[src/design/rmpq_pkg.sv]
// Shared constants and width helpers for the rotation matrix to pose quaternion unit.
`timescale 1ns / 1ps
`default_nettype none

package rmpq_pkg;

  localparam int unsigned MAT_W = 16;
  localparam int unsigned QW_W = 15;
  localparam int unsigned QV_W = 16;
  localparam int unsigned LANES = 4;
  localparam int unsigned DEF_FRAC_BITS = 14;
  localparam int unsigned DEF_SHIFT_W = 24;

  // Signed width of a sum of three matrix entries.
  localparam int unsigned SUM_W = MAT_W + 2;

  // Lane order of the square root chain.
  localparam int unsigned LANE_W = 0;
  localparam int unsigned LANE_X = 1;
  localparam int unsigned LANE_Y = 2;
  localparam int unsigned LANE_Z = 3;

  // Signed width of one plus a sum of three entries.
  function automatic int unsigned rad_w(input int unsigned frac);
    rad_w = ((frac + 1 > SUM_W) ? frac + 1 : SUM_W) + 1;
  endfunction

  // Width of the positive radicand after scaling by 2^(frac-2).
  function automatic int unsigned nrad_w(input int unsigned frac);
    nrad_w = rad_w(frac) - 1 + frac - 2;
  endfunction

  // Number of root bits, one per cell of the chain.
  function automatic int unsigned root_w(input int unsigned frac);
    root_w = (nrad_w(frac) + 1) / 2;
  endfunction

endpackage

`default_nettype wire

[src/design/rmpq_radicand.sv]
// Forms one clamped and scaled square root radicand from the matrix diagonal.
`timescale 1ns / 1ps
`default_nettype none

module rmpq_radicand import rmpq_pkg::*; #(
  parameter int unsigned FRAC_BITS = DEF_FRAC_BITS,
  parameter bit NEG_A = 1'b0,
  parameter bit NEG_B = 1'b0,
  parameter bit NEG_C = 1'b0
) (
  input  logic signed [MAT_W-1:0]             a,
  input  logic signed [MAT_W-1:0]             b,
  input  logic signed [MAT_W-1:0]             c,
  output logic        [nrad_w(FRAC_BITS)-1:0] n
);

  localparam int unsigned SW = rad_w(FRAC_BITS);
  localparam logic signed [SW-1:0] ONE_S = SW'(1) << FRAC_BITS;

  logic signed [SUM_W-1:0] ae, be, ce, d;
  logic signed [SW-1:0]    s;

  always_comb begin
    ae = SUM_W'(a);
    be = SUM_W'(b);
    ce = SUM_W'(c);
    d = (NEG_A ? -ae : ae) + (NEG_B ? -be : be) + (NEG_C ? -ce : ce);
    s = SW'(d) + ONE_S;
    // A radicand at or below zero gives a zero magnitude.
    if (!s[SW-1] && (s != '0)) begin
      n = {s[SW-2:0], {(FRAC_BITS-2){1'b0}}};
    end else begin
      n = '0;
    end
  end

endmodule

`default_nettype wire

[src/design/rmpq_root_cell.sv]
// One cell of the square root chain: settles one root bit in every lane.
`timescale 1ns / 1ps
`default_nettype none

module rmpq_root_cell import rmpq_pkg::*; #(
  parameter int unsigned NW = 30,
  parameter int unsigned RW = 15,
  parameter int unsigned BIT = 0
) (
  input  logic                          clk,
  input  logic                          rst,
  input  logic                          in_valid,
  input  logic [LANES-1:0][NW-1:0]      in_rem,
  input  logic [LANES-1:0][RW-1:0]      in_root,
  output logic                          out_valid,
  output logic [LANES-1:0][NW-1:0]      out_rem,
  output logic [LANES-1:0][RW-1:0]      out_root
);

  localparam int unsigned XW = 2 * RW + 2;

  logic [LANES-1:0][NW-1:0] rem_next;
  logic [LANES-1:0][RW-1:0] root_next;
  logic [LANES-1:0][XW-1:0] trial;

  // The remainder holds n - r*r; setting bit BIT adds r*2^(BIT+1) + 2^(2*BIT).
  always_comb begin
    for (int l = 0; l < LANES; l++) begin
      trial[l] = (XW'(in_root[l]) << (BIT + 1)) + (XW'(1) << (2 * BIT));
      if (XW'(in_rem[l]) >= trial[l]) begin
        rem_next[l]  = NW'(XW'(in_rem[l]) - trial[l]);
        root_next[l] = in_root[l] | (RW'(1) << BIT);
      end else begin
        rem_next[l]  = in_rem[l];
        root_next[l] = in_root[l];
      end
    end
  end

  always_ff @(posedge clk) begin
    if (rst) begin
      out_valid <= 1'b0;
    end else begin
      out_valid <= in_valid;
    end
    out_rem  <= rem_next;
    out_root <= root_next;
  end

endmodule

`default_nettype wire

[src/design/rotation_matrix_to_pose_quaternion_unit.sv]
// Top level of the rotation matrix to pose quaternion unit.
// A word passes the entry register, the root cells and the output register from start to done.
// Throughput: one word per cycle; busy is always low and the receiver cannot stall.
// Each root bit is resolved in its own registered cell, so the chain length sets latency.
// Reset (rst, synchronous) clears the valid bits of every stage; no result is pending after it.
`timescale 1ns / 1ps
`default_nettype none

module rotation_matrix_to_pose_quaternion_unit import rmpq_pkg::*; #(
  parameter int unsigned MATRIX_FRAC_BITS = DEF_FRAC_BITS,
  parameter int unsigned SHIFT_WIDTH = DEF_SHIFT_W
) (
  input  logic                          clk,
  input  logic                          rst,
  input  logic                          start,
  output logic                          busy,
  input  logic signed [MAT_W-1:0]       m00,
  input  logic signed [MAT_W-1:0]       m01,
  input  logic signed [MAT_W-1:0]       m02,
  input  logic signed [MAT_W-1:0]       m10,
  input  logic signed [MAT_W-1:0]       m11,
  input  logic signed [MAT_W-1:0]       m12,
  input  logic signed [MAT_W-1:0]       m20,
  input  logic signed [MAT_W-1:0]       m21,
  input  logic signed [MAT_W-1:0]       m22,
  input  logic signed [SHIFT_WIDTH-1:0] shift_x,
  input  logic signed [SHIFT_WIDTH-1:0] shift_y,
  input  logic signed [SHIFT_WIDTH-1:0] shift_z,
  output logic                          done,
  output logic        [QW_W-1:0]        quat_w,
  output logic signed [QV_W-1:0]        quat_x,
  output logic signed [QV_W-1:0]        quat_y,
  output logic signed [QV_W-1:0]        quat_z,
  output logic signed [SHIFT_WIDTH-1:0] pos_x,
  output logic signed [SHIFT_WIDTH-1:0] pos_y,
  output logic signed [SHIFT_WIDTH-1:0] pos_z
);

  localparam int unsigned NW = nrad_w(MATRIX_FRAC_BITS);
  localparam int unsigned RW = root_w(MATRIX_FRAC_BITS);
  // Width that holds both a raw root and the saturation value one.
  localparam int unsigned CW = (RW > MATRIX_FRAC_BITS + 1) ? RW : MATRIX_FRAC_BITS + 1;
  localparam int unsigned EW = (CW > QV_W) ? CW : QV_W;
  localparam logic [CW-1:0] ONE_Q = CW'(1) << MATRIX_FRAC_BITS;
  localparam logic signed [SHIFT_WIDTH-1:0] S_MIN = {1'b1, {(SHIFT_WIDTH-1){1'b0}}};
  localparam logic signed [SHIFT_WIDTH-1:0] S_MAX = {1'b0, {(SHIFT_WIDTH-1){1'b1}}};

  // The unit never refuses a word: every stage moves forward every cycle.
  assign busy = 1'b0;

  logic accept;
  assign accept = start && !busy;

  // Radicands for the four quaternion magnitudes, formed from the diagonal.
  logic [LANES-1:0][NW-1:0] rad;

  rmpq_radicand #(
    .FRAC_BITS(MATRIX_FRAC_BITS), .NEG_A(1'b0), .NEG_B(1'b0), .NEG_C(1'b0)
  ) u_rad_w (.a(m00), .b(m11), .c(m22), .n(rad[LANE_W]));

  rmpq_radicand #(
    .FRAC_BITS(MATRIX_FRAC_BITS), .NEG_A(1'b0), .NEG_B(1'b1), .NEG_C(1'b1)
  ) u_rad_x (.a(m00), .b(m11), .c(m22), .n(rad[LANE_X]));

  rmpq_radicand #(
    .FRAC_BITS(MATRIX_FRAC_BITS), .NEG_A(1'b1), .NEG_B(1'b0), .NEG_C(1'b1)
  ) u_rad_y (.a(m00), .b(m11), .c(m22), .n(rad[LANE_Y]));

  rmpq_radicand #(
    .FRAC_BITS(MATRIX_FRAC_BITS), .NEG_A(1'b1), .NEG_B(1'b1), .NEG_C(1'b0)
  ) u_rad_z (.a(m00), .b(m11), .c(m22), .n(rad[LANE_Z]));

  // Signs of the off-diagonal differences. A zero difference counts as positive,
  // so only the sign bit of the widened difference matters.
  logic signed [MAT_W:0] diff_x, diff_y, diff_z;
  logic                  neg_x, neg_y, neg_z;

  always_comb begin
    diff_x = (MAT_W + 1)'(m21) - (MAT_W + 1)'(m12);
    diff_y = (MAT_W + 1)'(m02) - (MAT_W + 1)'(m20);
    diff_z = (MAT_W + 1)'(m10) - (MAT_W + 1)'(m01);
    neg_x  = diff_x[MAT_W];
    neg_y  = diff_y[MAT_W];
    neg_z  = diff_z[MAT_W];
  end

  // The y translation is negated, with the most negative value saturating.
  logic signed [SHIFT_WIDTH-1:0] neg_shift_y;
  assign neg_shift_y = (shift_y == S_MIN) ? S_MAX : -shift_y;

  // Chain signals: index 0 is the entry register, index RW the last cell's output.
  logic                     vld_chain  [0:RW];
  logic [LANES-1:0][NW-1:0] rem_chain  [0:RW];
  logic [LANES-1:0][RW-1:0] root_chain [0:RW];

  // Side data that rides along with each word, one register per stage.
  logic [2:0]                    sgn_chain [0:RW];
  logic signed [SHIFT_WIDTH-1:0] px_chain  [0:RW];
  logic signed [SHIFT_WIDTH-1:0] py_chain  [0:RW];
  logic signed [SHIFT_WIDTH-1:0] pz_chain  [0:RW];

  // Entry register: the radicands seed the remainders and the roots start at zero.
  always_ff @(posedge clk) begin
    if (rst) begin
      vld_chain[0] <= 1'b0;
    end else begin
      vld_chain[0] <= accept;
    end
    rem_chain[0]  <= rad;
    root_chain[0] <= '0;
    sgn_chain[0]  <= {neg_z, neg_y, neg_x};
    px_chain[0]   <= shift_x;
    py_chain[0]   <= neg_shift_y;
    pz_chain[0]   <= shift_z;
  end

  // The cell chain resolves the root from its top bit down, one bit per cell.
  for (genvar k = 0; k < RW; k++) begin : g_cell
    rmpq_root_cell #(
      .NW(NW), .RW(RW), .BIT(RW - 1 - k)
    ) u_cell (
      .clk(clk),
      .rst(rst),
      .in_valid(vld_chain[k]),
      .in_rem(rem_chain[k]),
      .in_root(root_chain[k]),
      .out_valid(vld_chain[k+1]),
      .out_rem(rem_chain[k+1]),
      .out_root(root_chain[k+1])
    );

    always_ff @(posedge clk) begin
      sgn_chain[k+1] <= sgn_chain[k];
      px_chain[k+1]  <= px_chain[k];
      py_chain[k+1]  <= py_chain[k];
      pz_chain[k+1]  <= pz_chain[k];
    end
  end

  // Output stage: saturate each magnitude at one, apply the difference signs and
  // the handedness change (x and z negated), then truncate to the port widths.
  logic [LANES-1:0][CW-1:0]   q_sat;
  logic [LANES-1:0][EW-1:0]   q_ext;
  logic [LANES-1:0][QV_W-1:0] q_lo;
  logic signed [QV_W-1:0]     qx_next, qy_next, qz_next;

  always_comb begin
    for (int l = 0; l < LANES; l++) begin
      q_sat[l] = (CW'(root_chain[RW][l]) > ONE_Q) ? ONE_Q : CW'(root_chain[RW][l]);
      q_ext[l] = EW'(q_sat[l]);
      q_lo[l]  = q_ext[l][QV_W-1:0];
    end
    // A negative difference flips the sign, and handedness flips x and z again.
    qx_next = sgn_chain[RW][0] ? q_lo[LANE_X] : -q_lo[LANE_X];
    qy_next = sgn_chain[RW][1] ? -q_lo[LANE_Y] : q_lo[LANE_Y];
    qz_next = sgn_chain[RW][2] ? q_lo[LANE_Z] : -q_lo[LANE_Z];
  end

  always_ff @(posedge clk) begin
    if (rst) begin
      done <= 1'b0;
    end else begin
      done <= vld_chain[RW];
    end
    quat_w <= q_ext[LANE_W][QW_W-1:0];
    quat_x <= qx_next;
    quat_y <= qy_next;
    quat_z <= qz_next;
    pos_x  <= px_chain[RW];
    pos_y  <= py_chain[RW];
    pos_z  <= pz_chain[RW];
  end

endmodule

`default_nettype wire

[config.mk]
export PLATFORM = sky130hd
export DESIGN_NAME = rotation_matrix_to_pose_quaternion_unit
export DESIGN_NICKNAME = d
export VERILOG_FILES = /design/src/design/rmpq_pkg.sv /design/src/design/rmpq_radicand.sv /design/src/design/rmpq_root_cell.sv /design/src/design/rotation_matrix_to_pose_quaternion_unit.sv
export SDC_FILE = /design/constraint.sdc
export NUM_CORES = 2
export LEC_CHECK = 0
export BUFFER_PORTS_ARGS = -buffer_cell sky130_fd_sc_hd__buf_2
export CORE_AREA = 2 2 395 475
export DETAILED_ROUTE_END_ITERATION = 10
export DIE_AREA = 0 0 397 477
export GPL_ROUTABILITY_DRIVEN = 0
export HOLD_SLACK_MARGIN = 0.1
export PLACE_DENSITY = 0.72
export SYNTH_ARGS = -nofsm -noshare
export SYNTH_HDL_FRONTEND = slang
export SYNTH_SLANG_ARGS = --single-unit
[constraint.sdc]
create_clock -name clk -period 9.2 [get_ports clk]
set_clock_uncertainty 0.15 [all_clocks]
set_input_delay 2.3 -clock clk [delete_from_list [all_inputs] [get_ports clk]]
set_output_delay 2.3 -clock clk [all_outputs]
set_load 0.005 [all_outputs]
==> flow_metrics.tcl <==
set metrics [dict create \
    num_vias 61898 \
    antenna_found_initial 24 \
    peakVddDrop_mv 0.236 \
    cts_setup_buffers 0 \
    maxCapViolations 0 \
    endpoint_kind "register" \
    maxSlewHeadroom 0.195 \
    port_buffers 354 \
    synth_cells 9200 \
    drive_gt1_frac 0.0973 \
    dp_cells 11916 \
    core_region_area_mm2 0.185 \
    power_density_mw_per_mm2 372 \
    status "completed" \
    dpl.hpwl_um 123000 \
    cts_made_buffers 290 \
    routed_wirelength_um 166000 \
    synth-seq-cells 3012 \
    p_leak_nw 52.3 \
    dp_slack_ns 0.604 \
    tightest_slew_ns 1.20 \
    min_path_type "register to register" \
    viasPerCell 4.99 \
    switching_share 0.313 \
    rsz0062_at_grt "no" \
    die_h_um 477 \
    synth_top_area_share 0.596 \
    n_fill_cell 14349 \
    grt_max_degree 28 \
    synth_area_leader_cell "dfxtp_1" \
    synth_cell_types 90 \
    timing.setup.tns_ns 0 \
    ioPinCount 356 \
    synth-main-ff-cell "dfxtp_1" \
    post_cts_resized 0 \
    fmax_mhz 129 \
    grt_pass1_vias 62206 \
    crit_fanout 16 \
    synth_top_cells_by_area "dfxtp_1 (60%), ha_1 (7.6%), xnor2_1 (3.4%), inv_1 (3.3%), xor2_1 (2.5%)" \
    die_x_um 397 \
    critPathKind "input port to register" \
    htree_num_levels 5 \
    initial_utilization 0.548 \
    syn-num-nets 10125 \
    finalSetupViolCount 0 \
    netlist_area_mm2 0.101 \
    whs_ns 0.117 \
    synthArstFlopShare 0 \
    area_growth_pct 13.8 \
    start_kind "input port" \
    p_int_mw 29.4 \
    clkLatencyLatePin_ns 0.94 \
    critPathRequiredTime_ns 9.75 \
    p_sw_mw 13.4 \
    slew_violations 0 \
    numClockSinks 3012 \
    pwr-share-seq 0.440 \
    grt_first_pass_wirelength_um 280000 \
    ctsHoldBuffers 0 \
    worstHoldPathCells 0 \
    die-area_mm2 0.189 \
    max-clock-path-buffers 4 \
    fin_ws_ns 1.44 \
    post-route-min-period_ns 7.76 \
    reg2reg_depth 10 \
    num_rows 173 \
    finalCritPeriodShare 0.844 \
    cp.arrival_ns 8.31 \
    syn_avg_cell_area_um2 11.0 \
    dr.first_iter.drc_count 2484 \
    combPwrFrac 0.293 \
    p_clk_frac 0.267 \
    grt_overflow 0 \
    synth-edff-count 0 \
    post_drt_wl_per_cell_um 13.4 \
    seq_area_frac_synth 0.596 \
    track_usage 0.173 \
    drtPass1Iterations 5 \
    finalHoldViolCount 0 \
    finalNetCount 10683 \
    root_buffer "clkbuf_16" \
    drcViolationCount 0 \
    total_power_mw 42.9 \
    cts_tree "done" \
    drtAntennaViolNets 0 \
    path_clk_slew_ns 0.06 \
    yosysWarnings 0 \
    instances_no_fill 12414 \
]
==> synthesized netlist by cell type, drive strengths merged (134+ instances only) <==
library cell / number
o21ai: 363
dfxtp: 3012
ha: 618
xor2: 292
o21a: 137
a21o: 134
inv: 885
xnor2: 396
nor2: 573
a21oi: 437
nor3: 262
nand2: 500
==> layout by cell type (no fill, tap or decap), drive strengths merged, types with 48 or more instances in the layout <==
cell    instances
nand3         109
clkbuf        399
or3            72
dfxtp        3012
buf           370
o21ai         363
nor2          573
o21a          137
ha            618
nand2b        116
and3           48
nor2b         124
xor2          292
mux2           83
o21bai         51
o31ai          59
nand2         500
a21oi         437
nor4          132
nand4          53
fa             88
xnor2         396
a21o          134
or4            49
nor3          262
inv           900
==> power groups by stage <==
| stage | sequential [mW] | clock [mW] | combinational, mW |
|---|---|---|---|
| global route | 19.3 | 12.3 | 14.2 |
| finish | 18.9 | 11.4 | 12.6 |
| detailed placement | 19.1 | 0 | 12.4 |
| global placement | 19.0 | 0 | 11.9 |
| floorplan | 18.4 | 0 | 10.1 |
| CTS | 18.9 | 11.8 | 12.6 |
==> worst paths after layout <==
| check | start | to | slack, ns |
|---|---|---|---|
| worst max-delay path | m11[4] | rem_chain[1857] | 1.44 |
| worst min-delay path | pz_chain[10][2] | pz_chain[11][2] | 0.12 |
| worst min register to register | pz_chain[10][2] | pz_chain[11][2] | 0.12 |
| worst max register to register | g_cell[10].u_cell.out_rem[8] | g_cell[11].u_cell.out_rem[17] | 5.17 |
==> registers in the layout, summed over array words and instances (netlist names), 16 cells and up <==
register                count
sgn_chain                  48
px_chain                  384
pos_z                      24
quat_z                     16
g_cell.u_cell.out_root    480
quat_y                     16
pz_chain                  384
g_cell.u_cell.out_rem    1108
py_chain                  384
pos_x                      24
quat_x                     16
rem_chain                  72
pos_y                      24
==> routing by layer <==
metal | share of wire | track usage | wire (um) | up-vias
li1 | - | - | - | 31945
met1 | 0.42 | 0.197 | 70500 | 28276
met2 | 0.50 | 0.314 | 82500 | 1272
met3 | 0.049 | 0.0381 | 8110 | 387
met4 | 0.031 | 0.0650 | 5110 | 18
met5 | 0.00065 | 0 | 108 | -
==> cell families after synthesis <==
logic type	count (synthesis)	synth area share
xor gates and xnor gates	688	0.0596
DFF	3012	0.596
muxes	111	0.0122
AOI/OAI and AO/OA	1435	0.0886
other	1	0.0000371
and+or+nand+nor	2258	0.113
buffers and inverters	989	0.0370
adders and majority gates	706	0.0938
==> critical path: stages <==
cell	delay (ns)
buf_2	0.15
nor4_1	0.35
nor4b_2	0.54
nand3_1	0.16
xnor2_1	0.32
fa_1	0.47
inv_1	0.07
ha_1	0.30
and4_1	0.25
and4_1	0.23
o41a_1	0.43
o21a_1	0.25
o22ai_1	0.19
xor2_1	0.12
inv_1	0.15
ha_1	0.19
nand2_1	0.06
nor3_1	0.15
o211a_1	0.17
o211ai_1	0.09
nor4b_1	0.28
and4_1	0.26
nand2_1	0.10
a211oi_4	0.59
a211oi_1	0.12
==> layout make-up <==
type / count / area [um2] / share of cell area
sequential: 3012 / 60300 / 0.524
multi-input combinational: 5199 / 37200 / 0.323
clock buffer: 399 / 8290 / 0.0720
inverter: 885 / 3320 / 0.0289
tap: 2450 / 3070 / 0.0266
timing repair buffer: 370 / 1890 / 0.0164
clock inverter: 96 / 1110 / 0.00968
antenna: 3 / 7.51 / 0.0000652
==> metrics by stage <==
stage,instance area [um2],util
3_5_place_dp,106000,0.573
5_1_grt,115000,0.624
6_report,115000,0.624
3_3_place_gp,106000,0.573
2_1_floorplan,101000,-
4_1_cts,115000,0.624
Note: power is estimated with default switching activity, not from simulation.
